**config.mk**
```make
export PLATFORM = sky130hd
export DESIGN_NAME = qlsf_controller
export DESIGN_NICKNAME = d
export VERILOG_FILES = /design/src/rtl/core/qlsf_pkg.sv /design/src/rtl/core/qlsf_controller.sv
export SDC_FILE = /design/constraint.sdc
export NUM_CORES = 1
export LEC_CHECK = 0
export ABC_AREA = 1
export CAP_MARGIN = 20
export CORE_UTILIZATION = 60
export CTS_BUF_LIST = sky130_fd_sc_hd__clkbuf_8
export DETAILED_ROUTE_END_ITERATION = 16
export DONT_BUFFER_PORTS = 1
export PLACE_DENSITY_LB_ADDON = 0.2
export SLEW_MARGIN = 20
export SYNTH_ARGS = -nofsm -noshare
export SYNTH_HDL_FRONTEND = slang
export SYNTH_SLANG_ARGS = --single-unit
```
**constraint.sdc**
```tcl
create_clock -name clock -period 2.3 [get_ports clock]
set_input_delay 0.23 -clock clock [delete_from_list [all_inputs] [get_ports clock]]
set_output_delay 0.23 -clock clock [all_outputs]
set_load 0.05 [all_outputs]
```
**src/rtl/core/qlsf_pkg.sv**
```systemverilog
// Shared types, constants and the solve microprogram for the quadratic fit.
// No dependencies; every other file in rtl/core imports this package.
package qlsf_pkg;

   localparam int MAX_POINTS = 4096;
   localparam int X_BITS     = 12;
   localparam int Y_BITS     = 16;
   localparam int FRAC_BITS  = 24;
   localparam int WIDE       = 256;
   localparam int STEP_BITS  = $clog2(WIDE);
   localparam int PC_BITS    = 6;
   localparam int COUNT_BITS = 13;

   typedef struct packed {
      logic signed [X_BITS-1:0] x_value;
      logic signed [Y_BITS-1:0] y_value;
      logic                     last_point;
   } req_data_type;

   typedef struct packed {
      logic [1:0]          status;
      logic signed [63:0]  coef_a;
      logic signed [63:0]  coef_b;
      logic signed [63:0]  coef_c;
   } rsp_data_type;

   typedef enum logic [1:0] {
      STAT_OK       = 2'd0,
      STAT_EMPTY    = 2'd1,
      STAT_SINGULAR = 2'd2,
      STAT_OVERFLOW = 2'd3
   } status_type;

   typedef enum logic [2:0] {
      OP_MUL, OP_SUB, OP_SHL, OP_DIV, OP_CHK, OP_END
   } op_type;

   typedef enum logic [4:0] {
      SRC_N, SRC_SX, SRC_SY, SRC_SX2, SRC_SX3, SRC_SX4, SRC_SXY, SRC_SX2Y,
      SRC_VXX, SRC_VXY, SRC_VXX2, SRC_VX2X2, SRC_VX2Y, SRC_DET, SRC_NB,
      SRC_NC, SRC_NA, SRC_T0, SRC_T1
   } src_type;

   typedef enum logic [3:0] {
      DST_NONE, DST_VXX, DST_VXY, DST_VXX2, DST_VX2X2, DST_VX2Y, DST_DET,
      DST_NB, DST_NC, DST_NA, DST_T0, DST_T1, DST_CA, DST_CB, DST_CC
   } dst_type;

   typedef struct packed {
      op_type  op;
      dst_type dst;
      src_type src_a;
      src_type src_b;
   } uop_type;

   typedef enum logic [2:0] {
      ST_IDLE, ST_SQ, ST_ACC, ST_EVAL, ST_ISSUE, ST_WAIT, ST_DONE
   } state_type;

   // controller -> datapath
   typedef struct packed {
      logic       load_in;
      logic       sq_en;
      logic       acc_en;
      logic       go;
      uop_type    uop;
      logic       load_rsp;
      status_type status;
   } cmd_type;

   // datapath -> controller
   typedef struct packed {
      logic busy;
      logic det_zero;
      logic overflow;
      logic count_zero;
      logic last;
   } dp_stat_type;

   function automatic uop_type mk(op_type o, dst_type d, src_type a, src_type b);
      uop_type u;
      u.op = o; u.dst = d; u.src_a = a; u.src_b = b;
      return u;
   endfunction

   // Solve program: centered moments, determinant, numerators, quotients.
   function automatic uop_type ucode(logic [PC_BITS-1:0] pc);
      uop_type u;
      case (pc)
         6'd0:  u = mk(OP_MUL, DST_T0,    SRC_N,    SRC_SX2);
         6'd1:  u = mk(OP_MUL, DST_T1,    SRC_SX,   SRC_SX);
         6'd2:  u = mk(OP_SUB, DST_VXX,   SRC_T0,   SRC_T1);
         6'd3:  u = mk(OP_MUL, DST_T0,    SRC_N,    SRC_SXY);
         6'd4:  u = mk(OP_MUL, DST_T1,    SRC_SX,   SRC_SY);
         6'd5:  u = mk(OP_SUB, DST_VXY,   SRC_T0,   SRC_T1);
         6'd6:  u = mk(OP_MUL, DST_T0,    SRC_N,    SRC_SX3);
         6'd7:  u = mk(OP_MUL, DST_T1,    SRC_SX,   SRC_SX2);
         6'd8:  u = mk(OP_SUB, DST_VXX2,  SRC_T0,   SRC_T1);
         6'd9:  u = mk(OP_MUL, DST_T0,    SRC_N,    SRC_SX4);
         6'd10: u = mk(OP_MUL, DST_T1,    SRC_SX2,  SRC_SX2);
         6'd11: u = mk(OP_SUB, DST_VX2X2, SRC_T0,   SRC_T1);
         6'd12: u = mk(OP_MUL, DST_T0,    SRC_N,    SRC_SX2Y);
         6'd13: u = mk(OP_MUL, DST_T1,    SRC_SX2,  SRC_SY);
         6'd14: u = mk(OP_SUB, DST_VX2Y,  SRC_T0,   SRC_T1);
         6'd15: u = mk(OP_MUL, DST_T0,    SRC_VXX,  SRC_VX2X2);
         6'd16: u = mk(OP_MUL, DST_T1,    SRC_VXX2, SRC_VXX2);
         6'd17: u = mk(OP_SUB, DST_DET,   SRC_T0,   SRC_T1);
         6'd18: u = mk(OP_CHK, DST_NONE,  SRC_DET,  SRC_DET);
         6'd19: u = mk(OP_MUL, DST_T0,    SRC_VXY,  SRC_VX2X2);
         6'd20: u = mk(OP_MUL, DST_T1,    SRC_VX2Y, SRC_VXX2);
         6'd21: u = mk(OP_SUB, DST_NB,    SRC_T0,   SRC_T1);
         6'd22: u = mk(OP_MUL, DST_T0,    SRC_VX2Y, SRC_VXX);
         6'd23: u = mk(OP_MUL, DST_T1,    SRC_VXY,  SRC_VXX2);
         6'd24: u = mk(OP_SUB, DST_NC,    SRC_T0,   SRC_T1);
         6'd25: u = mk(OP_MUL, DST_T0,    SRC_SY,   SRC_DET);
         6'd26: u = mk(OP_MUL, DST_T1,    SRC_NB,   SRC_SX);
         6'd27: u = mk(OP_SUB, DST_NA,    SRC_T0,   SRC_T1);
         6'd28: u = mk(OP_MUL, DST_T1,    SRC_NC,   SRC_SX2);
         6'd29: u = mk(OP_SUB, DST_NA,    SRC_NA,   SRC_T1);
         6'd30: u = mk(OP_SHL, DST_T0,    SRC_NB,   SRC_NB);
         6'd31: u = mk(OP_DIV, DST_CB,    SRC_T0,   SRC_DET);
         6'd32: u = mk(OP_SHL, DST_T0,    SRC_NC,   SRC_NC);
         6'd33: u = mk(OP_DIV, DST_CC,    SRC_T0,   SRC_DET);
         6'd34: u = mk(OP_MUL, DST_T1,    SRC_N,    SRC_DET);
         6'd35: u = mk(OP_SHL, DST_T0,    SRC_NA,   SRC_NA);
         6'd36: u = mk(OP_DIV, DST_CA,    SRC_T0,   SRC_T1);
         default: u = mk(OP_END, DST_NONE, SRC_N,   SRC_N);
      endcase
      return u;
   endfunction

endpackage

```
**src/rtl/core/qlsf_controller.sv**
```systemverilog
// Controller: point sequencing, solve microprogram counter, result handshake.
// Depends on qlsf_pkg.
module qlsf_controller import qlsf_pkg::*; (
   input  logic        clock,
   input  logic        reset,
   input  logic        req_valid,
   output logic        req_ready,
   output logic        rsp_valid,
   input  logic        rsp_ready,
   input  dp_stat_type stat,
   output cmd_type     cmd
);

   state_type            state_ff, state_in;
   logic [PC_BITS-1:0]   pc_ff, pc_in;
   status_type           status_ff, status_in;
   logic                 rsp_valid_ff, rsp_valid_in;
   uop_type              uop;

   assign uop = ucode(pc_ff);

   always_ff @(posedge clock) begin
      if (reset) begin
         state_ff     <= ST_IDLE;
         pc_ff        <= '0;
         status_ff    <= STAT_OK;
         rsp_valid_ff <= 1'b0;
      end else begin
         state_ff     <= state_in;
         pc_ff        <= pc_in;
         status_ff    <= status_in;
         rsp_valid_ff <= rsp_valid_in;
      end
   end

   always_comb begin
      state_in     = state_ff;
      pc_in        = pc_ff;
      status_in    = status_ff;
      req_ready    = 1'b0;
      cmd          = '0;
      cmd.uop      = uop;
      cmd.status   = status_ff;
      case (state_ff)
         ST_IDLE: begin
            req_ready = 1'b1;
            if (req_valid) begin
               cmd.load_in = 1'b1;
               state_in    = ST_SQ;
            end
         end
         ST_SQ: begin
            cmd.sq_en = 1'b1;
            state_in  = ST_ACC;
         end
         ST_ACC: begin
            cmd.acc_en = 1'b1;
            state_in   = stat.last ? ST_EVAL : ST_IDLE;
         end
         ST_EVAL: begin
            pc_in = '0;
            if (stat.overflow) begin
               status_in = STAT_OVERFLOW;
               state_in  = ST_DONE;
            end else if (stat.count_zero) begin
               status_in = STAT_EMPTY;
               state_in  = ST_DONE;
            end else begin
               status_in = STAT_OK;
               state_in  = ST_ISSUE;
            end
         end
         ST_ISSUE: begin
            case (uop.op)
               OP_END: state_in = ST_DONE;
               OP_CHK: begin
                  if (stat.det_zero) begin
                     status_in = STAT_SINGULAR;
                     state_in  = ST_DONE;
                  end else begin
                     pc_in = pc_ff + PC_BITS'(1);
                  end
               end
               default: begin
                  cmd.go   = 1'b1;
                  state_in = ST_WAIT;
               end
            endcase
         end
         ST_WAIT: begin
            if (!stat.busy) begin
               pc_in    = pc_ff + PC_BITS'(1);
               state_in = ST_ISSUE;
            end
         end
         ST_DONE: begin
            if (!rsp_valid_ff || rsp_ready) begin
               cmd.load_rsp = 1'b1;
               state_in     = ST_IDLE;
            end
         end
         default: state_in = ST_IDLE;
      endcase
      rsp_valid_in = cmd.load_rsp ? 1'b1 : (rsp_ready ? 1'b0 : rsp_valid_ff);
   end

   assign rsp_valid = rsp_valid_ff;

endmodule

```
; Yosys cells after proc, flatten, opt, wreduce, memory -nomap -nowiden
; Memory sizes are Yosys's and may differ from the RTL's. A register that Yosys moved wholly into a read port is not among the register bits.
; Cells that the tools add are included.
[totals]
regBits = 12
mem_bits_ro = 1088
inputBits = 9
output_inout_bits = 26
word_cells = 62
mem_count = 1
[op_classes]
add_sub_neg = 1
n_eq_ne = 15
muxes = 31
reduce_logical = 10
[memory_table]
columns = memory, depth, word_bits, rd, rd_clocked_by_memory_dff, write_ports, line_no
row1 = (name not given), 64, 17, 1, 1, 0, qlsf_pkg.sv:89  ; case (pc)
[ops]
columns = cell, n
row1 = 6-bit 2-to-1 mux, 5
row2 = 3-bit case mux with 7 select lines, 1
row3 = 6-bit case mux with 3 select lines, 1
row4 = 3-bit equality test (second input constant), 5
row5 = 1-bit 2-to-1 mux, 12
row6 = 2-bit 2-to-1 mux, 6
row7 = 3-bit 2-to-1 mux, 4
row8 = 2-bit inequality test (second input constant), 6
row9 = 4-bit AND reduction, 2
row10 = 6-bit by 1-bit adder with 6-bit output (second input constant), 1
row11 = 3-bit by 2-bit equality test with 1-bit output (second input constant), 2
row12 = 3-bit case mux with 2 select lines, 1
row13 = 2-bit case mux with 2 select lines, 1
row14 = 2-bit nonzero test, 2
row15 = 3-bit by 1-bit equality test with 1-bit output (second input constant), 1
row16 = 3-bit logical NOT, 1
row17 = 3-bit inequality test (second input constant), 1
row18 = 3-bit AND reduction, 1
row19 = 3-bit nonzero test, 1
row20 = 2-bit OR reduction, 1
row21 = 1-bit logical NOT, 1
row22 = 1-bit logical OR, 1

; Depth between registers and ports, before layout
; Gate-level depths: netlist of the first run.
[logic_depth]
ltp_word = 6
mapped_depth = 20
ltp_nobuf = 20

; Worst setup path after synthesis of the first run
; Ideal clock, no wire load.
[synth_timing]
path_type = reg2reg
from = register, netlist name uop[14]
to = register, netlist name uop[10]
setup_ns = 0.112
arrival_ns = 2.286
t_required_ns = 2.188
path_slack_ns = -0.098
stages_incl_launch_ff = 19
n_path_buf = 0
synth_period_minus_slack_ns = 2.398
path_cell_list = dfxtp_1 nor2_1 nand2_1 nand2_2 nand2_2 nor2_4 nand2_1 nand2_1 nor2_1 inv_1 ha_1 inv_1 nand3_1 nand3_1 nand2_1 nand2_1 nand2_1 nand2_1 nand2_1
[synth_via]
elab_chain_cells = 5
[synth_rtl]
columns = item, line_no
row1 = 3-bit equality test, qlsf_controller.sv:74  ; case (uop.op)
row2 = 2-bit inequality test (no source line), n/a
row3 = 4-bit AND reduction (no source line), n/a
row4 = 6-bit 2-to-1 mux (no source line) (2 in series), n/a
; No other way between the ends.
; A chain may end at the register's enable or synchronous reset.

; Final worst setup path of the first run
[layout_timing]
from = register state_ff[1]
to = register, netlist name uop[6]
[layout_via]
elab_chain_cells = 5
elab_cells_between_ends = 11
classes_between = 6 x eq/ne / 3 x mux / 2 x reduce/logical
[layout_rtl]
columns = item, line_no
row1 = from (decl), qlsf_controller.sv:14  ; state_type state_ff, state_in;
row2 = from (signal assigned), qlsf_controller.sv:29  ; state_ff <= state_in;
row3 = 3-bit equality test / 3-bit by 2-bit equality test with 1-bit output (equally long branches), qlsf_controller.sv:44  ; case (state_ff)
row4 = 2-bit inequality test (no source line) / 3-bit nonzero test (equally long branches), n/a
row5 = 4-bit AND reduction (no source line), n/a
row6 = 6-bit 2-to-1 mux (no source line) * (2 in series), n/a
; Mark *: on every way between the ends. The rest lies on a longest branch, timed or not.

==> summary.md, run 1 <==
| Metric | Value |
|---|---|
| CP arrival | `2410 ps` |
| Post-layout util | `0.803` |
| Leakage power | `1.44 nW` |
| Multi-input logic area | `1420 µm²` |
| Startpoint types | `flip-flop` |
| Standard-cell rows | `21` |
| Die Height | `62.0 µm` |
| DRC viols | `0` |
| Worst min path class | `in2reg` |
| CTS tree | `yes` |
| Final Non-Filler Cells | `438` |
| Largest family of logic cells by synthesized area | `simple AND/OR/NAND/NOR gates` |
| CTS Hold Bufs | `0` |
| Port Buffers | `0` |
| Final max-slew violation count | `0` |
| DP Cell Count | `429` |
| Sequential share of the synthesized area | `0.269` |
| Tcrit/Tclk final | `0.975` |
| Post-synthesis cell type count | `33` |
| Worst-path clk slew | `70 ps` |
| Hold Startpoint | `reset` |
| Hold Path End | `state_ff[0]$_SDFFE_PP0P_` |
| Register bit total from synthesis | `29` |
| # fillers | `248` |
| Setup Skew | `14.1 ps` |
| Tmin final | `2240 ps` |
| Die Wd | `62.0 µm` |
| Number of global-route vias before repair | `2219` |
| Grt ovf | `0` |
| Crit Path Max Fanout | `5` |
| Worst vdd ir | `0.000838 V` |
| First-pass GRT wire length | `10.3 mm` |
| Total Neg Setup Slack | `0 ps` |
| Layout cells sized above 1 | `0.268` |
| RSZ-0062 raised after global routing | `true` |
| Mapped cell area | `2160 µm²` |
| Worst slew pin tran | `509 ps` |
| Xor/xnor share of the synthesized area | `0.00406` |
| Simple-gate area share of the yosys netlist | `0.492` |
| Area growth syn-to-layout | `26.0%` |
| Largest net degree at the start of global routing | `16` |
| Top post-synthesis cells by area | `dfxtp_1, nand2_1, nand3_1` |
| Register-to-register setup slack | `60 ps` |
| Core Region | `3390 µm²` |
| Crit Path Category | `reg2reg` |
| ANT cells | `0` |
| Critical R2R Launch | `state_ff[1]$_SDFFE_PP0P_` |
| TritonRoute pass-1 iters | `5` |
| Worst-Skew Late Latency | `280 ps` |
| Ports | `35` |
| GP Congestion | `1.05` |
| CP required | `2470 ps` |
| Via count | `2469` |
| Pre-CTS WS | `-12.6 ps` |
| Mapped Nets | `365` |
| Final worst slack | `58.1 ps` |
| CTS max path bufs | `2` |
| Post-DP HPWL | `5.04 mm` |
| Yosys top cell by area | `dfxtp_1` |
| R2R depth | `17` |
| Vias per cell | `5.64` |
| CTS sink cnt | `29` |
| Total CTS buffers | `5` |
| Yosys top cell area share | `0.269` |
| Setup crit end kind | `flip-flop` |
| Final ANT Viol Nets | `0` |
| Hold WS | `10.9 ps` |
| Final net count | `409` |
| Final setup viols | `0` |
| H-tree levels | `2` |
| Global-route usage over all layers | `0.376` |
| Initial antenna violation count | `0` |
| WL final | `6.76 mm` |
| Final Hold Fails | `0` |
| Max-cap viol count | `0` |
| Register area | `591 µm²` |
| Initial Util | `0.637` |
| Mux contribution to synthesized area | `0` |
| Root buffer cell | `clkbuf_8` |
| Fmax | `446 MHz` |
| R2r endpoint | `uop[6]$_DFF_P_` |
| Syn avg cell area | `6.22 µm²` |
| DR iter-0 viols | `303` |
| Pwr/cell area | `1300 nW/µm²` |
| Per-cell routed wire length | `15.4 µm` |
| Syn Inst Count | `347` |
| Adder-Cell Fraction of Synth Area | `0.0521` |
| Full die area | `3840 µm²` |
| Yosys warnings | `0` |
| Area fraction in compound gates after synthesis | `0.0776` |
| Max_slew headroom | `0.660` |
| Hold Crit Depth | `1` |
| Status | `complete, no violations` |
area by class of cell:
class / count / share of cell area
Clock buffer: 7 / 0.0354
Timing Repair Buffer: 46 / 0.142
Clock inverter: 1 / 0.00184
Inverter: 43 / 0.0602
Sequential cell: 29 / 0.217
Tap cell: 46 / 0.0211
Multi-Input combinational cell: 266 / 0.522
routing by layer:
| layer | vias to the layer above | part of all wire | routed length (µm) | GRT usage |
|---|---|---|---|---|
| li1 | 1198 | - | - | - |
| met1 | 1122 | 0.41 | 2760 | 0.475 |
| met2 | 125 | 0.48 | 3260 | 0.614 |
| met3 | 24 | 0.092 | 623 | 0.101 |
| met4 | 0 | 0.018 | 121 | 0.121 |
| met5 | - | 0 | 0 | 0.0429 |
how the worst max path moves through the flow:
stage / slack, ps / end / depth (start not counted) / from
6_report: 60 / uop[6]$_DFF_P_ / 17 / state_ff[1]$_SDFFE_PP0P_
5_1_grt: -50 / uop[2]$_DFF_P_ / 17 / state_ff[1]$_SDFFE_PP0P_
4_1_cts: 50 / uop[9]$_DFF_P_ / 15 / state_ff[2]$_SDFFE_PP0P_
3_5_place_dp: -10 / uop[9]$_DFF_P_ / 18 / state_ff[0]$_SDFFE_PP0P_
3_3_place_gp: 20 / uop[9]$_DFF_P_ / 16 / state_ff[0]$_SDFFE_PP0P_
2_1_floorplan: 50 / uop[10]$_DFF_P_ / 19 / state_ff[0]$_SDFFE_PP0P_
power by group:
part	total [mW]	switching, mW	internal [mW]
clock network	0.468	0.198	0.270
logic	2.20	1.38	0.820
registers	0.876	0.256	0.620
total	3.55	1.84	1.71
state kept, by name (all words and copies together), names as in the netlist:
signal	cells
pc_ff	6
rsp_valid	1
state_ff	3
status_ff	2
uop	17
kinds of logic (layout without fill, tap and decap cells):
kind of cell / after synthesis / after routing
AOI/OAI and AO/OA: 29 / 29
xor gates and xnor gates: 1 / 1
adders and majority gates: 9 / 9
buffers and inverters: 52 / 97
DFF: 29 / 29
and+or+nand+nor: 227 / 227
critical path, cell delays in order (launching register included):
cell and delay (ps):
dfxtp_2 350, nor2_4 160, nand2_4 110, inv_2 90
nand2_4 70, nand2_2 90, nor2_4 40, nand2_1 70
nand2_2 90, nor2_4 100, inv_1 60, ha_1 300
nand2_1 160, nand2_1 100, nand3_1 140, nand3_1 90
nand2_1 60, nand2_1 40
placed cells by master (no fill, tap or decap), types with 8 or more instances in the layout:
cell,count
nand2_1,113
dfxtp_1,23
buf_4,42
nand3_1,43
o21ai_0,12
inv_2,8
nor2_1,29
ha_1,8
nand2_2,10
inv_1,34
repair_timing:
action / in CTS / in global routing
resized for setup: 7 / 16
endpoints found under the setup margin: 13 / 13
endpoints found under the hold margin: 0 / 0
buffers inserted: 0 / 1
cloned: 0 / 0
pin swaps: 0 / 8
stage by stage:
step	power (mW)	instance area, µm²
2_1_floorplan	2.16	2170
3_3_place_gp	2.85	2540
3_5_place_dp	2.88	2540
4_1_cts	3.39	2660
5_1_grt	3.75	2720
6_report	3.55	2720
cells in the mapped netlist:
library cell and instances:
or2_0 1, a21oi_1 7, inv_4 1, nand3_2 4
o21ai_0 12, nand2_2 8, a41oi_1 1, dfxtp_1 29
clkbuf_1 2, nand2_4 2, xor2_1 1, nand3b_1 2
or2_2 1, nor2_4 3, o211ai_1 2, o21ai_1 2
o21a_1 1, nand2_1 118, buf_2 2, nand3_1 45
buf_4 3, inv_2 6, nor2_1 31, nand4_1 4
a211oi_1 1, nor3_1 3, o21ai_2 1, o31ai_1 2
buf_6 2, ha_1 9, nand3_4 3, nor2_2 2
inv_1 36
No activity file was read; power rests on OpenSTA's default activity.
==> inputs of run 2 (changes only) <==
==> constraint.sdc (replaced) <==
create_clock -name clock -period 2.88 [get_ports clock]
set_input_delay 0.288 -clock clock [delete_from_list [all_inputs] [get_ports clock]]
set_output_delay 0.288 -clock clock [all_outputs]
set_load 0.05 [all_outputs]
==> summary.md, run 2 (synthesized netlist as in run 1, its figures left out) <==
| Metric | Value |
|---|---|
| # fillers | `311` |
| Sw power | `1.32 mW` |
| Final net count | `371` |
| Leakage power | `1.24 nW` |
| Wire length on met1 | `2.56 mm` |
| Largest net degree at the start of global routing | `17` |
| Max_slew headroom | `0.413` |
| Most used cell, CP | `nand2_1` |
| Clock share of power | `0.205` |
| Max-cap viol count | `0` |
| Port Buffers | `0` |
| GP Congestion | `0.946` |
| Met3 routed WL | `488 µm` |
| WL final | `5.93 mm` |
| Max reg flops | `17` |
| Die Height | `62.0 µm` |
| Register area | `583 µm²` |
| CP arrival | `2710 ps` |
| Via count | `2246` |
| Status | `complete, no violations` |
| Worst-Skew Late Latency | `290 ps` |
| WP depth | `18` |
| Crit Path Category | `reg2reg` |
| Worst slew pin tran | `877 ps` |
| RSZ-0062 raised after global routing | `false` |
| Core Region | `3390 µm²` |
| ANT cells | `0` |
| Final setup viols | `0` |
| Initial Util | `0.637` |
| Startpoint types | `flip-flop` |
| Logic pwr share | `0.515` |
| Vias per cell | `5.62` |
| R2r endpoint | `uop[9]$_DFF_P_` |
| Int Pwr | `1.18 mW` |
| Setup Skew | `13.0 ps` |
| Global-route usage over all layers | `0.335` |
| Worst-path cell chain | `inv_1 > nand3_1 > nand2_1 > inv_2 > nor2_1 > inv_1 > nand2_1 > nand2_1 > nor2_4 > inv_1 > ha_1 > inv_1 > nand2_1 > nand3_1 > nand2_1 > nand2_1 > nor2_1 > nor2_1` |
| Switching part of the total | `0.527` |
| Multi-input logic area | `1370 µm²` |
| Buf/Inv on CP | `5` |
| Ports | `35` |
| Post-DP HPWL | `4.42 mm` |
| Crit Path Max Fanout | `5` |
| Number of global-route vias before repair | `2005` |
| CP max-delay cell | `dfxtp_1` |
| Root buffer cell | `clkbuf_8` |
| Tcrit/Tclk final | `0.884` |
| Total CTS buffers | `5` |
| Top layer in use | `met4` |
| CP Launch Point | `state_ff[1]$_SDFFE_PP0P_` |
| Critical R2R Launch | `state_ff[1]$_SDFFE_PP0P_` |
| Register-to-register setup slack | `340 ps` |
| Initial antenna violation count | `0` |
| TritonRoute pass-1 iters | `5` |
| CP delay by family, top | `simple AND/OR/NAND/NOR gates` |
| CTS sink cnt | `29` |
| Die Wd | `62.0 µm` |
| Post-layout util | `0.698` |
| Fmax | `393 MHz` |
| Total Neg Setup Slack | `0 ps` |
| CP required | `3050 ps` |
| Register share of total power | `0.280` |
| Grt ovf | `0` |
| First-pass GRT wire length | `9.16 mm` |
| Met2 WL | `2.76 mm` |
| R2R depth | `18` |
| Per-cell routed wire length | `14.8 µm` |
| Setup bufs post-CTS | `0` |
| Commonest non-fill, non-tap cell in the layout | `nand2_1` |
| Final max-slew violation count | `0` |
| Most frequent cells in the layout | `nand2_1, nand3_1, inv_1` |
| CTS max path bufs | `2` |
| Worst vdd ir | `0.00109 V` |
| DRC viols | `0` |
| Last element of the critical path | `uop[9]$_DFF_P_` |
| Pwr/cell area | `1060 nW/µm²` |
| Setup crit end kind | `flip-flop` |
| Final Hold Fails | `0` |
| Layout cells sized above 1 | `0.150` |
| Worst-path clk slew | `60 ps` |
| Tmin final | `2540 ps` |
| DR iter-0 viols | `124` |
| Worst path max stage delay | `340 ps` |
| Full die area | `3840 µm²` |
| CTS tree | `yes` |
| Standard-cell rows | `21` |
| Final ANT Viol Nets | `0` |
| H-tree levels | `2` |
| Area growth syn-to-layout | `9.56%` |
| Worst min path class | `in2reg` |
[run 2: worst reg2reg max path, stage by stage (launching register included)]
cell and delay [ps]:
dfxtp_1 340, inv_1 150, nand3_1 160, nand2_1 190
inv_2 80, nor2_1 120, inv_1 60, nand2_1 60
nand2_1 130, nor2_4 160, inv_1 80, ha_1 300
inv_1 50, nand2_1 130, nand3_1 110, nand2_1 70
nand2_1 50, nor2_1 130, nor2_1 50
[run 2: stage by stage]
step           hold slack, ps  worst slack (ps)  power (mW)  std cells  cell area (µm²)
5_1_grt                  61.3              25.3        2.69        400             2370
3_3_place_gp              359               319        1.94        392             2220
6_report                 57.7               335        2.50        400             2370
3_5_place_dp              360               244        1.95        392             2220
2_1_floorplan             415               482        1.72        347             2160
4_1_cts                  66.3               224        2.47        400             2350
[run 2: area by class of cell]
class                   count  share of cell area
clock buffers               5              0.0291
clock inverters             3              0.0275
inverters                  43              0.0693
well taps                  46              0.0243
multi-input cells         266               0.578
repair buffers              8              0.0254
flip-flops and latches     29               0.246
[run 2: per-layer routing]
layer,vias up,GRT usage
met1,993,0.434
met3,11,0.0725
met5,-,0
met2,121,0.538
met4,0,0.140
li1,1121,-
[run 2: what timing repair did]
item | 4_1_cts | 5_1_grt
endpoints found under the setup margin | 0 | 10
hold buffers | 0 | 0
resized for setup | 0 | 6
[run 2: worst min path at each step]
stage          slack (ps)                         to     from  depth (start not counted)
5_1_grt                60   state_ff[0]$_SDFFE_PP0P_    reset                          1
3_3_place_gp          360   state_ff[0]$_SDFFE_PP0P_    reset                          1
3_5_place_dp          360   state_ff[0]$_SDFFE_PP0P_    reset                          1
2_1_floorplan         420  status_ff[1]$_SDFFE_PP0P_  stat[2]                          2
4_1_cts                70   state_ff[0]$_SDFFE_PP0P_    reset                          1
6_report               60   state_ff[0]$_SDFFE_PP0P_    reset                          1
[run 2: power by group through the flow]
stage	Clock (mW)	Sequential (mW)	Combinational, mW
after detailed placement	0	0.706	1.25
final	0.512	0.701	1.29
after CTS	0.511	0.697	1.26
after floorplan	0	0.697	1.02
after global routing	0.528	0.714	1.45
after global placement	0	0.704	1.24
==> inputs of run 3 (changes only) <==
--- a/config.mk
+++ b/config.mk
@@ -5,9 +5,9 @@
 export SDC_FILE = /design/constraint.sdc
 export NUM_CORES = 1
 export LEC_CHECK = 0
-export ABC_AREA = 1
+export ABC_AREA = 0
 export CAP_MARGIN = 20
-export CORE_UTILIZATION = 60
+export CORE_UTILIZATION = 30
 export CTS_BUF_LIST = sky130_fd_sc_hd__clkbuf_8
 export DETAILED_ROUTE_END_ITERATION = 16
 export DONT_BUFFER_PORTS = 1
==> summary.md, run 3 <==
| Metric | Value |
|---|---|
| Status | `complete, no violations` |
| Final setup viols | `0` |
| Sequential share of the synthesized area | `0.259` |
| Worst-Skew Late Latency | `280 ps` |
| Final max-slew violation count | `0` |
| Register-to-register setup slack | `220 ps` |
| Grt ovf | `0` |
| CTS max path bufs | `2` |
| Crit Path Max Fanout | `13` |
| Top post-synthesis cells by count | `dfxtp_1, nand2_1, a21oi_1` |
| Yosys top cell by area | `dfxtp_1` |
| Initial Util | `0.309` |
| Worst min path class | `in2reg` |
| Mapped cell area | `2240 µm²` |
| Crit Path Category | `reg2reg` |
| Post-synth EDFFs | `0` |
| Syn Inst Count | `278` |
| Via count | `2206` |
| WP depth | `9` |
| Max_slew headroom | `0.444` |
| CP required | `3060 ps` |
| Tcrit/Tclk final | `0.923` |
| CP arrival | `2840 ps` |
| GP Congestion | `0.799` |
| Final net count | `306` |
| Asr flop ratio synth | `0` |
| Initial antenna violation count | `0` |
| Post-DP HPWL | `4.51 mm` |
| Root buffer cell | `clkbuf_8` |
| Commonest non-fill, non-tap cell in the layout | `buf_4` |
| Global-route usage over all layers | `0.174` |
| # fillers | `764` |
| Total Neg Setup Slack | `0 ps` |
| GRT met3 Usage | `0.0252` |
| Grt peak-use layer | `met2` |
| Ports | `35` |
| Port Buffers | `0` |
| Mapped Nets | `296` |
| Top post-synthesis cells by area | `dfxtp_1, ha_1, a21oi_1` |
| Full die area | `7820 µm²` |
| Layout cells sized above 1 | `0.215` |
| R2r endpoint | `uop[15]$_DFF_P_` |
| Number of global-route vias before repair | `2006` |
| H-tree levels | `2` |
| DR iter-0 viols | `184` |
| First-pass GRT wire length | `10.4 mm` |
| Buf/Inv on CP | `2` |
| Max reg flops | `17` |
| Core Region | `7250 µm²` |
| CTS tree | `yes` |
| CP delay by family, top | `simple AND/OR/NAND/NOR gates` |
| CP Launch Point | `uop[15]$_DFF_P_` |
| Startpoint types | `flip-flop` |
| Die Wd | `88.4 µm` |
| RSZ-0062 raised after global routing | `false` |
| Pwr/cell area | `374 nW/µm²` |
| CP max-delay cell | `or4_4` |
| Register bit total from synthesis | `29` |
| CTS Hold Bufs | `0` |
| Count leader, synth | `dfxtp_1` |
| Max-cap viol count | `0` |
| Die Height | `88.4 µm` |
| Fmax | `376 MHz` |
| Last element of the critical path | `uop[15]$_DFF_P_` |
| Area fraction in compound gates after synthesis | `0.326` |
| Tmin final | `2660 ps` |
| Most frequent cells in the layout | `buf_4, nand2_1, dfxtp_1` |
| GR Util met2 | `0.270` |
| Adder-Cell Fraction of Synth Area | `0.0503` |
| Setup bufs post-CTS | `0` |
| DRC viols | `0` |
| Worst path max stage delay | `550 ps` |
| Vias per cell | `5.69` |
| Post-layout util | `0.353` |
| Post-synthesis cell type count | `66` |
| Post-CTS Resized | `0` |
| Per-cell routed wire length | `16.4 µm` |
| Register area | `587 µm²` |
| Setup Skew | `5.75 ps` |
| Multi-input logic area | `1490 µm²` |
| Final ANT Viol Nets | `0` |
| Yosys warnings | `0` |
| Standard-cell rows | `31` |
| Area growth syn-to-layout | `14.4%` |
| TritonRoute pass-1 iters | `4` |
| ANT cells | `0` |
| Post-synth top flop | `dfxtp_1` |
| Leakage power | `0.979 nW` |
| Largest family of logic cells by synthesized area | `compound AO/OA/AOI/OAI gates` |
| Xor/xnor share of the synthesized area | `0.0156` |
| Worst-path cell chain | `nand2b_1 > o21a_1 > buf_4 > or4_4 > a21o_1 > inv_2 > and3_1 > nand2_1 > o32ai_1` |
| Largest net degree at the start of global routing | `23` |
| Setup crit end kind | `flip-flop` |
| CTS sink cnt | `29` |
| Mux contribution to synthesized area | `0.0380` |
| Final Hold Fails | `0` |
| M1 GR Usage | `0.249` |
| Simple-gate area share of the yosys netlist | `0.218` |
| Worst vdd ir | `0.000128 V` |
| R2R depth | `9` |
| Yosys top cell area share | `0.259` |
| Syn avg cell area | `8.06 µm²` |
| Worst-path clk slew | `70 ps` |
| Critical R2R Launch | `uop[15]$_DFF_P_` |
| Total CTS buffers | `5` |
| Worst slew pin tran | `830 ps` |
| WL final | `6.37 mm` |
run 3: power breakdown:
group          switching [mW]  leakage [nW]  internal, mW  total [mW]
clock network           0.165        0.0538         0.188       0.353
logic                   0.111         0.689        0.0628       0.174
registers              0.0216         0.236         0.410       0.431
total                   0.298         0.979         0.660       0.958
run 3: logic make-up (layout without fill, tap and decap cells):
family	Yosys count	in the layout
AOI/OAI and AO/OA	100	100
and+or+nand+nor	90	90
buffers and inverters	40	51
DFF	29	29
adders and majority gates	9	9
muxes	6	6
xor gates and xnor gates	4	4
run 3: final cells by class:
| class | count | share of cell area |
|---|---|---|
| Multi-Input combinational cell | 209 | 0.580 |
| Clock buffer | 6 | 0.0322 |
| Clock inverter | 2 | 0.00293 |
| Sequential cell | 29 | 0.229 |
| Inverter | 13 | 0.0191 |
| Timing Repair Buffer | 30 | 0.0879 |
| Tap cell | 99 | 0.0484 |
run 3: routing by layer:
metal  routed length (µm)  part of all wire  vias to the layer above
li1                     -                 -                     1062
met4                   94             0.015                        0
met3                  336             0.053                        8
met2                 2880              0.45                       80
met1                 3060              0.48                     1056
met5                    0                 0                        -
run 3: through the flow:
step | cell area, µm² | hold slack (ps) | total power [mW] | setup slack (ps) | cells
5_1_grt | 2560 | 53.3 | 1.01 | 53.1 | 388
3_3_place_gp | 2450 | 360 | 0.611 | 221 | 380
4_1_cts | 2540 | 58.4 | 0.968 | 206 | 388
2_1_floorplan | 2260 | 479 | 0.581 | 0.669 | 278
3_5_place_dp | 2450 | 361 | 0.611 | 224 | 380
6_report | 2560 | 59.4 | 0.958 | 221 | 388
run 3: how the worst min path moves through the flow:
stage | start | to | cells past startpoint
2_1_floorplan | stat[2] | status_ff[1]$_SDFFE_PP0P_ | 2
3_3_place_gp | reset | status_ff[0]$_SDFFE_PP0P_ | 1
3_5_place_dp | reset | rsp_valid$_SDFFE_PP0P_ | 1
4_1_cts | reset | rsp_valid$_SDFFE_PP0P_ | 1
5_1_grt | reset | rsp_valid$_SDFFE_PP0P_ | 1
6_report | reset | state_ff[0]$_SDFFE_PP0P_ | 1
